`src/hw/rtl/kdsl_pkg.sv`:
```
// Shared types and constants for the key debounce and press detector.
package kdsl_pkg;

  // Fixed widths of the register fields and stream fields.
  localparam int THR_W      = 16;
  localparam int MASK_W     = 8;
  localparam int CFG_ADDR_W = 2;
  localparam int CFG_DATA_W = 16;
  localparam int IN_DATA_W  = 8;
  localparam int OUT_DATA_W = 16;

  // Configuration register indexes.
  typedef enum logic [CFG_ADDR_W-1:0] {
    REG_DEBOUNCE_TICKS    = 2'd0,
    REG_LONG_PRESS_TICKS  = 2'd1,
    REG_ACTIVE_LEVEL_MASK = 2'd2,
    REG_KEY_ENABLE_MASK   = 2'd3
  } cfg_reg_e;

  // Per-key phase, one-hot.
  typedef enum logic [3:0] {
    PH_IDLE     = 4'b0001,
    PH_DEBOUNCE = 4'b0010,
    PH_PRESSED  = 4'b0100,
    PH_LONG     = 4'b1000
  } key_phase_t;

  // Thresholds shared by every key lane.
  typedef struct packed {
    logic [THR_W-1:0] debounce_ticks;
    logic [THR_W-1:0] long_press_ticks;
  } thr_cfg_t;

  // Events from one key lane for the current item.
  typedef struct packed {
    logic short_press;
    logic long_press;
  } key_ev_t;

endpackage

```
`src/hw/rtl/kdsl_key.sv`:
```
// One key lane: phase machine and saturating hold counter.
module kdsl_key #(
  parameter int COUNT_WIDTH = 16
) (
  input  logic               clk,
  input  logic               rst,
  input  logic               step,
  input  logic               enable,
  input  logic               held,
  input  kdsl_pkg::thr_cfg_t thr,
  output kdsl_pkg::key_ev_t  ev
);
  import kdsl_pkg::*;

  localparam int CMP_W = (COUNT_WIDTH > THR_W) ? COUNT_WIDTH : THR_W;

  key_phase_t             phase;
  key_phase_t             phase_next;
  logic [COUNT_WIDTH-1:0] count;
  logic [COUNT_WIDTH-1:0] count_next;
  logic [COUNT_WIDTH-1:0] count_inc;
  logic                   deb_met;
  logic                   long_met;
  logic                   short_raw;
  logic                   long_raw;

  // Saturating increment and threshold compares on the incremented count.
  assign count_inc = (count == {COUNT_WIDTH{1'b1}}) ? count : count + COUNT_WIDTH'(1);
  assign deb_met   = CMP_W'(count_inc) >= CMP_W'(thr.debounce_ticks);
  assign long_met  = CMP_W'(count_inc) >= CMP_W'(thr.long_press_ticks);

  // Next phase, next count and events for this item.
  always_comb begin
    phase_next = phase;
    count_next = count;
    short_raw  = 1'b0;
    long_raw   = 1'b0;
    case (phase)
      PH_IDLE: begin
        if (held) begin
          phase_next = PH_DEBOUNCE;
          count_next = '0;
        end
      end
      PH_DEBOUNCE: begin
        if (held) begin
          count_next = count_inc;
          if (deb_met) begin
            phase_next = PH_PRESSED;
            count_next = '0;
          end
        end else begin
          phase_next = PH_IDLE;
          count_next = '0;
        end
      end
      PH_PRESSED: begin
        if (held) begin
          count_next = count_inc;
          if (long_met) begin
            long_raw   = 1'b1;
            phase_next = PH_LONG;
          end
        end else begin
          short_raw  = 1'b1;
          phase_next = PH_IDLE;
          count_next = '0;
        end
      end
      PH_LONG: begin
        if (!held) begin
          phase_next = PH_IDLE;
          count_next = '0;
        end
      end
      default: begin
        phase_next = PH_IDLE;
        count_next = '0;
      end
    endcase
  end

  // A disabled key keeps its state and raises no events.
  assign ev.short_press = enable & short_raw;
  assign ev.long_press  = enable & long_raw;

  // State update on each accepted item for an enabled key.
  always_ff @(posedge clk) begin
    if (rst) begin
      phase <= PH_IDLE;
      count <= '0;
    end else if (step && enable) begin
      phase <= phase_next;
      count <= count_next;
    end
  end

endmodule

```
`src/hw/rtl/kdsl_out.sv`:
```
// Result register between the key lanes and the output stream.
module kdsl_out (
  input  logic                            clk,
  input  logic                            rst,
  input  logic                            load,
  input  logic [kdsl_pkg::MASK_W-1:0]     short_events,
  input  logic [kdsl_pkg::MASK_W-1:0]     long_events,
  output logic                            can_load,
  output logic                            m_tvalid,
  input  logic                            m_tready,
  output logic [kdsl_pkg::OUT_DATA_W-1:0] m_tdata
);
  import kdsl_pkg::*;

  // A new item may enter when the register is empty or is being drained.
  assign can_load = !m_tvalid || m_tready;

  // Valid flag.
  always_ff @(posedge clk) begin
    if (rst) begin
      m_tvalid <= 1'b0;
    end else if (can_load) begin
      m_tvalid <= load;
    end
  end

  // Payload: short events low, long events high.
  always_ff @(posedge clk) begin
    if (load && can_load) begin
      m_tdata <= {long_events, short_events};
    end
  end

endmodule

```
`src/hw/rtl/key_debounce_short_long_press.sv`:
```
// Top level of the key debounce and short/long press detector.
// Each input item is one scan tick holding the raw pin level of up to eight keys; each
// result item holds the short-press and long-press event bits of that tick. A key is held
// when its pin matches its bit in the active-level register, and only keys set in the
// enable register advance. The block takes one item per clock cycle unless the output stalls,
// and delivers its result in the next cycle from a single result register; every key lane
// updates its phase and hold counter as the item is accepted. Keys at index eight and up have
// no pin or mask bit and stay idle. Configuration registers reset to 20, 1000, 0 and 0.
module key_debounce_short_long_press #(
  parameter int NUM_KEYS    = 8,
  parameter int COUNT_WIDTH = 16
) (
  input  logic                              clk,
  input  logic                              rst,
  // Input stream; s_tdata: pin_levels [7:0].
  input  logic                              s_tvalid,
  output logic                              s_tready,
  input  logic [kdsl_pkg::IN_DATA_W-1:0]    s_tdata,
  // Output stream; m_tdata: short_press_events [7:0], long_press_events [15:8].
  output logic                              m_tvalid,
  input  logic                              m_tready,
  output logic [kdsl_pkg::OUT_DATA_W-1:0]   m_tdata,
  // Configuration write port.
  input  logic                              cfg_we,
  input  logic [kdsl_pkg::CFG_ADDR_W-1:0]   cfg_addr,
  input  logic [kdsl_pkg::CFG_DATA_W-1:0]   cfg_wdata
);
  import kdsl_pkg::*;

  localparam int LIVE_KEYS = (NUM_KEYS < MASK_W) ? NUM_KEYS : MASK_W;

  thr_cfg_t              thr;
  logic [MASK_W-1:0]     active_level_mask;
  logic [MASK_W-1:0]     key_enable_mask;
  logic                  accept;
  logic [MASK_W-1:0]     short_events;
  logic [MASK_W-1:0]     long_events;

  // Configuration registers.
  always_ff @(posedge clk) begin
    if (rst) begin
      thr.debounce_ticks   <= THR_W'(20);
      thr.long_press_ticks <= THR_W'(1000);
      active_level_mask    <= '0;
      key_enable_mask      <= '0;
    end else if (cfg_we) begin
      case (cfg_addr)
        REG_DEBOUNCE_TICKS:    thr.debounce_ticks   <= cfg_wdata[THR_W-1:0];
        REG_LONG_PRESS_TICKS:  thr.long_press_ticks <= cfg_wdata[THR_W-1:0];
        REG_ACTIVE_LEVEL_MASK: active_level_mask    <= cfg_wdata[MASK_W-1:0];
        REG_KEY_ENABLE_MASK:   key_enable_mask      <= cfg_wdata[MASK_W-1:0];
        default: begin
        end
      endcase
    end
  end

  assign accept = s_tvalid && s_tready;

  // Key lanes; event bits without a lane read as zero.
  for (genvar k = 0; k < MASK_W; k++) begin : g_key
    if (k < LIVE_KEYS) begin : g_live
      key_ev_t ev;

      kdsl_key #(
        .COUNT_WIDTH (COUNT_WIDTH)
      ) u_key (
        .clk    (clk),
        .rst    (rst),
        .step   (accept),
        .enable (key_enable_mask[k]),
        .held   (s_tdata[k] == active_level_mask[k]),
        .thr    (thr),
        .ev     (ev)
      );

      assign short_events[k] = ev.short_press;
      assign long_events[k]  = ev.long_press;
    end else begin : g_none
      assign short_events[k] = 1'b0;
      assign long_events[k]  = 1'b0;
    end
  end

  // Result register and output handshake.
  kdsl_out u_out (
    .clk          (clk),
    .rst          (rst),
    .load         (accept),
    .short_events (short_events),
    .long_events  (long_events),
    .can_load     (s_tready),
    .m_tvalid     (m_tvalid),
    .m_tready     (m_tready),
    .m_tdata      (m_tdata)
  );

endmodule
```
`config.mk`:
```
export PLATFORM = sky130hd
export DESIGN_NAME = key_debounce_short_long_press
export DESIGN_NICKNAME = d
export VERILOG_FILES = /design/src/hw/rtl/kdsl_pkg.sv /design/src/hw/rtl/kdsl_key.sv /design/src/hw/rtl/kdsl_out.sv /design/src/hw/rtl/key_debounce_short_long_press.sv
export SDC_FILE = /design/constraint.sdc
export NUM_CORES = 1
export LEC_CHECK = 0
export ABC_AREA = 1
export BUFFER_PORTS_ARGS = -buffer_cell sky130_fd_sc_hd__clkbuf_2
export CAP_MARGIN = 0
export CORE_MARGIN = 2
export CORE_UTILIZATION = 45
export CTS_BUF_LIST = sky130_fd_sc_hd__clkbuf_4 sky130_fd_sc_hd__clkbuf_8
export DETAILED_ROUTE_END_ITERATION = 12
export HOLD_SLACK_MARGIN = 0.06
export PLACE_DENSITY = 0.66
export SETUP_SLACK_MARGIN = 0.3
export SYNTH_ARGS = -nofsm -noshare
export SYNTH_HDL_FRONTEND = slang
export SYNTH_SLANG_ARGS = --single-unit
```
`constraint.sdc`:
```
create_clock -name clk -period 3.9 [get_ports clk]
set_input_delay 0 -clock clk [delete_from_list [all_inputs] [get_ports clk]]
set_output_delay 0 -clock clk [all_outputs]
set_load 0.02 [all_outputs]
```
======== After elaboration in Yosys (flattened, before gate mapping) ========
Cells that the tools add are included.
storage, ports and cells
  bits in latches ......................... 0
  word-level logic and storage cells ...... 330
  register bits ........................... 225
  RAM bits ................................ 0
  bits in read-only memories .............. 0
  memories ................................ 0
cells by class
  divide/modulo/power cells ............... 0
  muxes and demuxes ....................... 152
  bitwise gates (word level) .............. 16
  shift-type cells ........................ 0
  equality and inequality tests ........... 83
  reduce and logical (&&, ||, !) cells .... 33
  multipliers ............................. 0
  magnitude comparators ................... 16
  $add $sub $neg .......................... 8
operators by type and width
  cell                   count
  $mux 16                48
  $pmux 16 s4            8
  $ge 16x16->1           16
  $mux 4                 48
  $add 16x1->16 const B  8
  $eq 16x16->1 const B   8
  $pmux 4 s4             8
  $ne 3x3->1 const B     16
  $mux 1                 40
  $reduce_and 5->1       8
  $eq 4x1->1 const B     8
  $eq 4x2->1 const B     8
  $eq 4x3->1 const B     8
  $eq 4x4->1 const B     8
  $reduce_and 3->1       8
  $and 1x1->1            16
  $ne 2x1->1 const B     8
  $ne 2x2->1 const B     8
  $logic_and 1x1->1      10
  $eq 1x1->1             8
  $reduce_and 2->1       4
  $eq 2x2->1 const B     2
  $eq 2x1->1 const B     1
  $logic_not 2->1        1
  2 further kinds        2

======== Logic depth before layout (Yosys ltp) ========
Gate-level depths: netlist of run 1.
  depth in word-level cells ............... 7
  mapped depth ............................ 24
  depth with buffers taken out ............ 23

======== By module ========
A second synthesis of run 1 with hierarchy kept.
second synthesis, totals
  cell total of the unflattened synthesis .. 3,250
  area, all modules ....................... 20,923.8 µm²
by module, submodules not included
  module                         area an instance (µm²)  times used  sequential area each (µm²)  cells each
  kdsl_key                       2,292.2                 8           400.4                       365
  key_debounce_short_long_press  2,058.2                 1           960.9                       308
  kdsl_out                       528.0                   1           500.5                       22

======== Least setup slack after synthesis of run 1 ========
OpenSTA, ideal clock, no wires.
  path type ............................... reg-to-reg
  start point ............................. register g_key[7].g_live.u_key.count[0]
  end point ............................... register g_key[7].g_live.u_key.count[12]
  stages on the path, launching flop included .. 21
  clock period less this slack ............ 2,639 ps
  path slack .............................. 1,261 ps
  arrival time ............................ 2,569 ps
  setup time .............................. 70 ps
  cells stage by stage .................... dfxtp_1 ha_1 nand2_1 nor2_2 nand3_1 nor2_4 inv_2 o21ai_1 inv_2 ha_1 nand2_1 nor2_1 and2_1 nor2_1 nand3_1 nand2_1 nand2_2 nand2_2 buf_6 nand3_2 a21oi_1
on the way
  longest elaborated chain between the ends .. 6
RTL lines
  item                                                  RTL line        source
  from (decl)                                           kdsl_key.sv:19  logic [COUNT_WIDTH-1:0] count;
  from (signal assigned)                                kdsl_key.sv:94  count <= count_next;
  $add 16x1->16 / $eq 16x16->1 (equally long branches)  kdsl_key.sv:28  assign count_inc = (count == {COUNT_WIDTH{1'b1}}) ? count : count + COUNT_WIDTH'(1);
  $mux 16 *                                             kdsl_key.sv:28
  $ge 16x16->1                                          kdsl_key.sv:29  assign deb_met = CMP_W'(count_inc) >= CMP_W'(thr.debounce_ticks);
  $mux 16                                               kdsl_key.sv:48  if (deb_met) begin
  $mux 16                                               kdsl_key.sv:46  if (held) begin
  $pmux 16 s4 *                                         kdsl_key.sv:38  case (phase)
Every way passes the cells marked *; elsewhere a longest branch is shown, timed or not.
A chain may end at the register's enable or synchronous reset.

======== Worst setup path in the final report of run 1 ========
  start point ............................. register g_key[7].g_live.u_key.count[0]
  end point ............................... register g_key[7].g_live.u_key.count[0]
The elaborated chain is that of the path after synthesis.

==> run_results.csv, run 1 <==
group,metric,value,unit
placed_design,dp_hpwl,41.1,mm
pwr,p_clk_share,45.1,%
sta,max_freq,301,MHz
detailed_routing,drt_wl_total,59.0,mm
detailed_routing,num_vias,19436,
die,chipHeight,214,um
cts,h-tree-depth,2,
worst_setup_path,cp_slowest_cell,"dfxtp_1",
sta,final_max_slew_viol_count,0,
synthesis,syn_area_per_cell,6.86,um2
placed_design,gp_congestion,0.928,
synthesis,synthMuxAreaShare,0,%
final_layout,final_util,50.4,%
synthesis,synth_area_leaders,"dfxtp_1, ha_1, nand2_1",
synthesis,synthAdderAreaFrac,16.7,%
detailed_routing,drt-pass1-iter-count,5,
sta,fin_setup_tns,0,ns
cts,cts_sinks,225,
pwr,p_per_area,253,nW/um2
grt,grt_pass1_vias,18099,
detailed_routing,wl_per_cell,16.4,um
worst_setup_path,reg2reg_slack,0.58,ns
detailed_routing,drc_errors,0,
final_layout,multiInputGateArea,13300,um2
synthesis,synthArstFlopShare,0,%
synthesis,synth_nets,3185,
cts,cts.path.max_buffers,3,
pwr,p_leak,10.3,nW
pwr,p_int,3.93,mW
cts,cts_buffers,44,
die,boundaryPins,49,
synthesis,yosys.area_share.xor_xnor,3.45,%
cts,path_clk_slew,0.06,ns
worst_setup_path,end_kind,"register",
sta,rsz0062_at_grt,"false",
sta,period_share,85.2,%
final_layout,n_antenna_cell,0,
final_layout,drive_above_1_share,12.5,%
cts,cts_tree,"done",
min_path,whs_path_depth,3,
min_path,hp-class,"input port to register",
pwr,power.switching,1.59,mW
sta,clock_skew,0.0314,ns
final_layout,fillers,4290,
cts,root_buffer,"clkbuf_8",
worst_setup_path,crit_type,"register to register",
grt,antenna_found_initial,0,
detailed_routing,final_antenna_net_count,0,
final_layout,area_growth,10.0,%
grt,grt.total_usage,26.0,%
synthesis,synth_seq_cells,225,
placed_design,place.port_buffers,48,
sta,maxSlewHeadroom,23.9,%
sta,finalHoldViolCount,0,
synthesis,netlist.area_leader.share,21.1,%
synthesis,synth_enable_flop_cells,16,
worst_setup_path,critPathLaunchType,"register",
synthesis,yosys.area.top_type,"dfxtp_1",
die,core,43300,um2
worst_setup_path,cp.arrival,3.87,ns
synthesis,synth_top_flop_cell,"dfxtp_1",
worst_setup_path,critPathMaxStageDelay,0.40,ns
synthesis,synth_common_cells,"nand2_1, inv_1, ha_1",
job,maxCapViolations,0,
min_path,hold_start,"rst",
worst_setup_path,reg2regPathDepth,18,
final_layout,final-seq-area,4660,um2
worst_setup_path,worst_ep_required_time,4.44,ns
worst_setup_path,cp_num_buf_inv,1,
final_layout,final_nets,3274,
synthesis,synth_area,19800,um2
synthesis,synth_top_family_by_area,"simple AND/OR/NAND/NOR gates",
synthesis,synthSimpleGateAreaFrac,36.1,%
worst_setup_path,path_cells,"ha_1, nand2_1, nor2_2, nand3_1, nor2_4, inv_2, o21ai_1, ha_1, nand2_1, nor2_1, and2_1, nor2_1, nand3_1, nand2_1, nand2_2, nand2_2, nand3_1, a21oi_1",
sta,setup_violations,0,
die,dieWidth,214,um
die,dieArea,45700,um2
die,start_util,45.8,%
pwr,peakVddDrop,178,uV
synthesis,ys_types,46,
synthesis,ys_seq_area_share,23.5,%
synthesis,synth_compound_area_share,11.1,%
grt,grt_pass1_wl,93.2,mm
synthesis,synth_warnings,0,
worst_setup_path,crit_fanout,16,
grt,grt_start_max_net_pins,70,
detailed_routing,drt-initial-drc-count,1639,
detailed_routing,via_per_inst,5.40,
die,fp-row-count,76,
worst_setup_path,crit_family,"simple AND/OR/NAND/NOR gates",
sta,tightest_slew,1.14,ns
grt,overflow,0,
cts,post-cts-setup-buffers,0,
pwr,sequentialPowerShare,43.4,%
synthesis,yosys.cell_count.top_type,"nand2_1",
synthesis,postSynthCellCount,2890,
status,status,"finished clean",
worst_setup_path,timing.rr.start,"g_key[7].g_live.u_key.count[0]$_SDFFE_PP0P_",
cts,clk_latency,0.62,ns
sta,finalCriticalPeriod,3.32,ns
pwr,comb_power_share,11.5,%
pwr,swShare,28.8,%
worst_setup_path,reg2reg_to,"g_key[7].g_live.u_key.count[0]$_SDFFE_PP0P_",
min_path,hold_end,"g_key[3].g_live.u_key.count[8]$_SDFFE_PP0P_",
## flip-flops by register name, indices dropped and copies added (netlist names)
name                      cells
thr                          32
active_level_mask             8
g_key.g_live.u_key.phase     32
u_out.m_tdata                16
g_key.g_live.u_key.count    128
key_enable_mask               8
u_out.m_tvalid                1
## layout by cell type (no fill, tap or decap), types with 21 or more instances in the layout
master | Yosys | routed
nand2_1 | 750 | 750
inv_1 | 347 | 347
ha_1 | 264 | 264
nor2_1 | 237 | 237
a21oi_1 | 235 | 235
dfxtp_1 | 209 | 209
nand3_1 | 202 | 202
o21ai_0 | 79 | 79
nand4_1 | 71 | 71
nand3_2 | 70 | 70
nor3_1 | 61 | 61
xor2_1 | 53 | 53
clkbuf_8 | 0 | 47
clkbuf_2 | 0 | 47
dlygate4sd3_1 | 0 | 44
inv_2 | 32 | 33
a21oi_2 | 32 | 32
nand2_2 | 26 | 26
nor2_2 | 21 | 21
## repair_timing
action,4_1_cts,5_1_grt
gates resized for setup,0,0
hold endpoints to repair,97,0
hold buffers,44,0
## power groups by stage
stage	clock network, mW	logic [mW]	registers [mW]
6_report	2.49	0.635	2.40
5_1_grt	2.64	0.701	2.40
4_1_cts	2.55	0.628	2.40
3_3_place_gp	0	0.573	2.45
2_1_floorplan	0	0.374	2.45
3_5_place_dp	0	0.593	2.45
## per-layer routing
layer | part of all wire (%) | wire length (um) | up-vias | GRT usage, %
met3 | 7.1 | 4190 | 132 | 3.79
li1 | - | - | 9731 | -
met2 | 45 | 26300 | 636 | 42.7
met5 | 0 | 0 | - | 0
met1 | 44 | 26200 | 8937 | 34.0
met4 | 4.0 | 2370 | 0 | 11.1
## worst min-delay path: stages
cell and delay, ns:
dlygate4sd3_1 0.52, buf_4 0.24, a21oi_1 0.06
## cells by family after synthesis
family | after synthesis
adders and majority gates | 264
xor gates and xnor gates | 72
buffers and inverters | 438
DFF | 225
AOI/OAI and AO/OA | 385
and+or+nand+nor | 1506
## cell type report
type,instances,area share (%)
clock buffers,60,3.42
repair buffers,100,3.41
well taps,585,3.36
inverters,381,6.56
multi-input cells,2227,61.2
clock inverters,18,0.631
flip-flops and latches,225,21.4
## worst max-delay path by stage
stage                                                            from                                            to  slack (ns)  cells past startpoint
after floorplan           g_key[7].g_live.u_key.count[0]$_SDFFE_PP0P_  g_key[7].g_live.u_key.count[12]$_SDFFE_PP0P_        1.26                     20
after global placement    g_key[7].g_live.u_key.count[0]$_SDFFE_PP0P_   g_key[7].g_live.u_key.count[1]$_SDFFE_PP0P_        0.76                     18
after detailed placement  g_key[7].g_live.u_key.count[0]$_SDFFE_PP0P_   g_key[7].g_live.u_key.count[0]$_SDFFE_PP0P_        0.65                     18
after CTS                 g_key[7].g_live.u_key.count[0]$_SDFFE_PP0P_   g_key[7].g_live.u_key.count[0]$_SDFFE_PP0P_        0.62                     18
after global routing      g_key[7].g_live.u_key.count[0]$_SDFFE_PP0P_   g_key[7].g_live.u_key.count[2]$_SDFFE_PP0P_        0.30                     18
final                     g_key[7].g_live.u_key.count[0]$_SDFFE_PP0P_   g_key[7].g_live.u_key.count[0]$_SDFFE_PP0P_        0.58                     18
## stage by stage
step	area, um2	hold slack [ns]	total power [mW]	worst slack (ns)	instances
global placement	20500	0.307	3.02	0.760	3474
global route	21800	0.270	5.74	0.301	3596
detailed placement	20500	0.317	3.04	0.647	3474
CTS	21800	0.206	5.57	0.621	3596
finish	21800	0.244	5.52	0.576	3596
floorplan	19800	0.130	2.82	1.26	2890
No activity file was read; power rests on OpenSTA's default activity.
==> inputs of run 2 (changes only) <==
==> constraint.sdc (replaced) <==
create_clock -name clk -period 3.9 [get_ports clk]
set_input_delay 0.78 -clock clk [delete_from_list [all_inputs] [get_ports clk]]
set_output_delay 0.78 -clock clk [all_outputs]
set_load 0.02 [all_outputs]
==> run_results.csv, run 2 (synthesis results as in run 1) <==
group,metric,value,unit
worst_setup_path,end_kind,"register",
pwr,p_leak,10.3,nW
final_layout,largest_reg_flops,128,
final_layout,n_antenna_cell,0,
detailed_routing,via_per_inst,5.41,
cts,root_buffer,"clkbuf_8",
cts,cts_tree,"done",
final_layout,reg_top3,"g_key.g_live.u_key.count: 128 flops, g_key.g_live.u_key.phase: 32 flops, thr: 32 flops",
die,core,43300,um2
worst_setup_path,critPathMaxStageDelay,0.41,ns
detailed_routing,drt-initial-drc-count,1503,
grt,grt_pass1_wl,93.6,mm
cts,cts.path.max_buffers,3,
sta,fin_setup_tns,0,ns
cts,h-tree-depth,2,
pwr,p_per_area,278,nW/um2
final_layout,drive_above_1_share,13.1,%
detailed_routing,final_antenna_net_count,0,
worst_setup_path,cp_slowest_cell,"dfxtp_1",
placed_design,place.port_buffers,48,
grt,antenna_found_initial,1,
cts,cts_buffers,46,
worst_setup_path,worst_ep_required_time,4.45,ns
final_layout,final_nets,3234,
die,boundaryPins,49,
worst_setup_path,cp-endpoint,"g_key[7].g_live.u_key.count[2]$_SDFFE_PP0P_",
die,dieArea,45700,um2
cts,post-cts-setup-buffers,0,
final_layout,area_growth,9.03,%
worst_setup_path,startpoint,"g_key[7].g_live.u_key.count[0]$_SDFFE_PP0P_",
detailed_routing,drt-pass1-iter-count,5,
final_layout,stdcell_count,3561,
job,maxCapViolations,0,
grt,grt_start_max_net_pins,76,
sta,clock_skew,0.0508,ns
die,start_util,45.8,%
min_path,hp-class,"input port to register",
grt,grt_pass1_vias,18095,
cts,clk_latency,0.65,ns
worst_setup_path,cp.arrival,3.80,ns
detailed_routing,wl_per_cell,16.7,um
sta,finalCriticalPeriod,3.25,ns
placed_design,placed_area,20500,um2
final_layout,layout_commonest_cell,"nand2_1",
worst_setup_path,reg2regPathDepth,18,
pwr,peakVddDrop,225,uV
detailed_routing,num_vias,19255,
worst_setup_path,cp_num_buf_inv,1,
cts,cts_sinks,225,
die,fp-row-count,76,
sta,setup_slack,0.646,ns
sta,period_share,83.4,%
grt,grt.total_usage,26.2,%
final_layout,final_area,21600,um2
sta,tightest_slew,0.994,ns
placed_design,dpl_worst_slack,0.597,ns
detailed_routing,drt_wl_total,59.4,mm
worst_setup_path,crit_family,"simple AND/OR/NAND/NOR gates",
sta,max_freq,307,MHz
worst_setup_path,path_cells,"ha_1, nand2_1, nor2_2, nand3_1, nor2_4, inv_2, o21ai_1, ha_1, nand2_1, nor2_1, and2_1, nor2_1, nand3_1, nand2_1, nand2_2, nand2_4, nand3_1, a21oi_1",
grt,overflow,0,
worst_setup_path,crit_fanout,16,
worst_setup_path,crit_type,"register to register",
final_layout,largest-register,"g_key.g_live.u_key.count",
placed_design,dp_hpwl,41.6,mm
cts,path_clk_slew,0.06,ns
placed_design,dp.cells,3476,
worst_setup_path,reg2reg_slack,0.65,ns
final_layout,final_cell_mix,"nand2_1, inv_1, ha_1",
status,status,"finished clean",
die,dieWidth,214,um
sta,rsz0062_at_grt,"false",
sta,maxSlewHeadroom,33.7,%
sta,final_max_slew_viol_count,0,
placed_design,gp_congestion,0.957,
worst_setup_path,timing.rr.start,"g_key[7].g_live.u_key.count[0]$_SDFFE_PP0P_",
worst_setup_path,critPathLaunchType,"register",
detailed_routing,drc_errors,0,
worst_setup_path,reg2reg_to,"g_key[7].g_live.u_key.count[2]$_SDFFE_PP0P_",
die,chipHeight,214,um
sta,finalHoldViolCount,0,
sta,setup_violations,0,
worst_setup_path,crit_cells,18,
==> run 2: cell count changes in the layout (fill, tap and decap cells not counted), sizes merged <==
| cell | change |
|---|---|
| buf | +2 |
| bufinv | +4 |
| clkbuf | +6 |
| clkinv | -5 |
| clkinvlp | +1 |
| dlygate4sd3 | -44 |
| inv | +1 |
==> run 2: layer usage <==
metal  vias to the layer above  global-route usage [%]  wire length, um
met4                         0                    11.5             2410
li1                       9645                       -                -
met2                       611                    43.5            26700
met1                      8853                    33.6            26200
met3                       146                    3.79             4060
met5                         -                       0                0
==> run 2: stage by stage <==
stage / util, % / power (mW) / hold WS [ns]
after floorplan: - / 2.82 / 0.451
after global placement: 47.4 / 3.02 / 0.468
after detailed placement: 47.4 / 3.04 / 0.475
after CTS: 49.9 / 6.06 / 0.426
after global routing: 49.9 / 6.25 / 0.474
final: 49.9 / 6.01 / 0.448
==> run 2: layout make-up <==
| type | count | area [um2] |
|---|---|---|
| Clock buffer | 66 | 852 |
| Clock inverter | 19 | 259 |
| Fill cell | 4264 | 21700 |
| Inverter | 381 | 1430 |
| Multi-Input combinational cell | 2227 | 13300 |
| Sequential cell | 225 | 4660 |
| Tap cell | 585 | 732 |
| Timing Repair Buffer | 58 | 318 |
==> run 2: where the power goes <==
| group | internal, mW | switching (mW) | total (mW) |
|---|---|---|---|
| clock | 1.81 | 1.20 | 3.01 |
| combinational | 0.168 | 0.437 | 0.605 |
| sequential | 2.37 | 0.0291 | 2.40 |
==> run 2: repair_timing <==
item	4_1_cts	5_1_grt
gates resized for setup	0	1
setup endpoints to repair	0	1
hold buffers	0	0
hold endpoints to repair	0	0
==> run 2: worst min path at each step <==
stage	from	end	slack, ns	cells after the start
floorplan	g_key[5].g_live.u_key.phase[0]$_SDFFE_PP1P_	g_key[5].g_live.u_key.phase[0]$_SDFFE_PP1P_	0.45	2
global placement	active_level_mask[2]$_SDFFE_PP0P_	active_level_mask[2]$_SDFFE_PP0P_	0.47	2
detailed placement	active_level_mask[2]$_SDFFE_PP0P_	active_level_mask[2]$_SDFFE_PP0P_	0.48	2
CTS	m_tready	u_out.m_tvalid$_SDFFE_PP0N_	0.43	4
global route	m_tready	u_out.m_tvalid$_SDFFE_PP0N_	0.47	4
finish	m_tready	u_out.m_tvalid$_SDFFE_PP0N_	0.45	4
==> run 2: worst min-delay path: stages <==
cell	delay (ns)
clkbuf_2	0.08
inv_1	0.05
nand2_4	0.08
a21oi_1	0.06
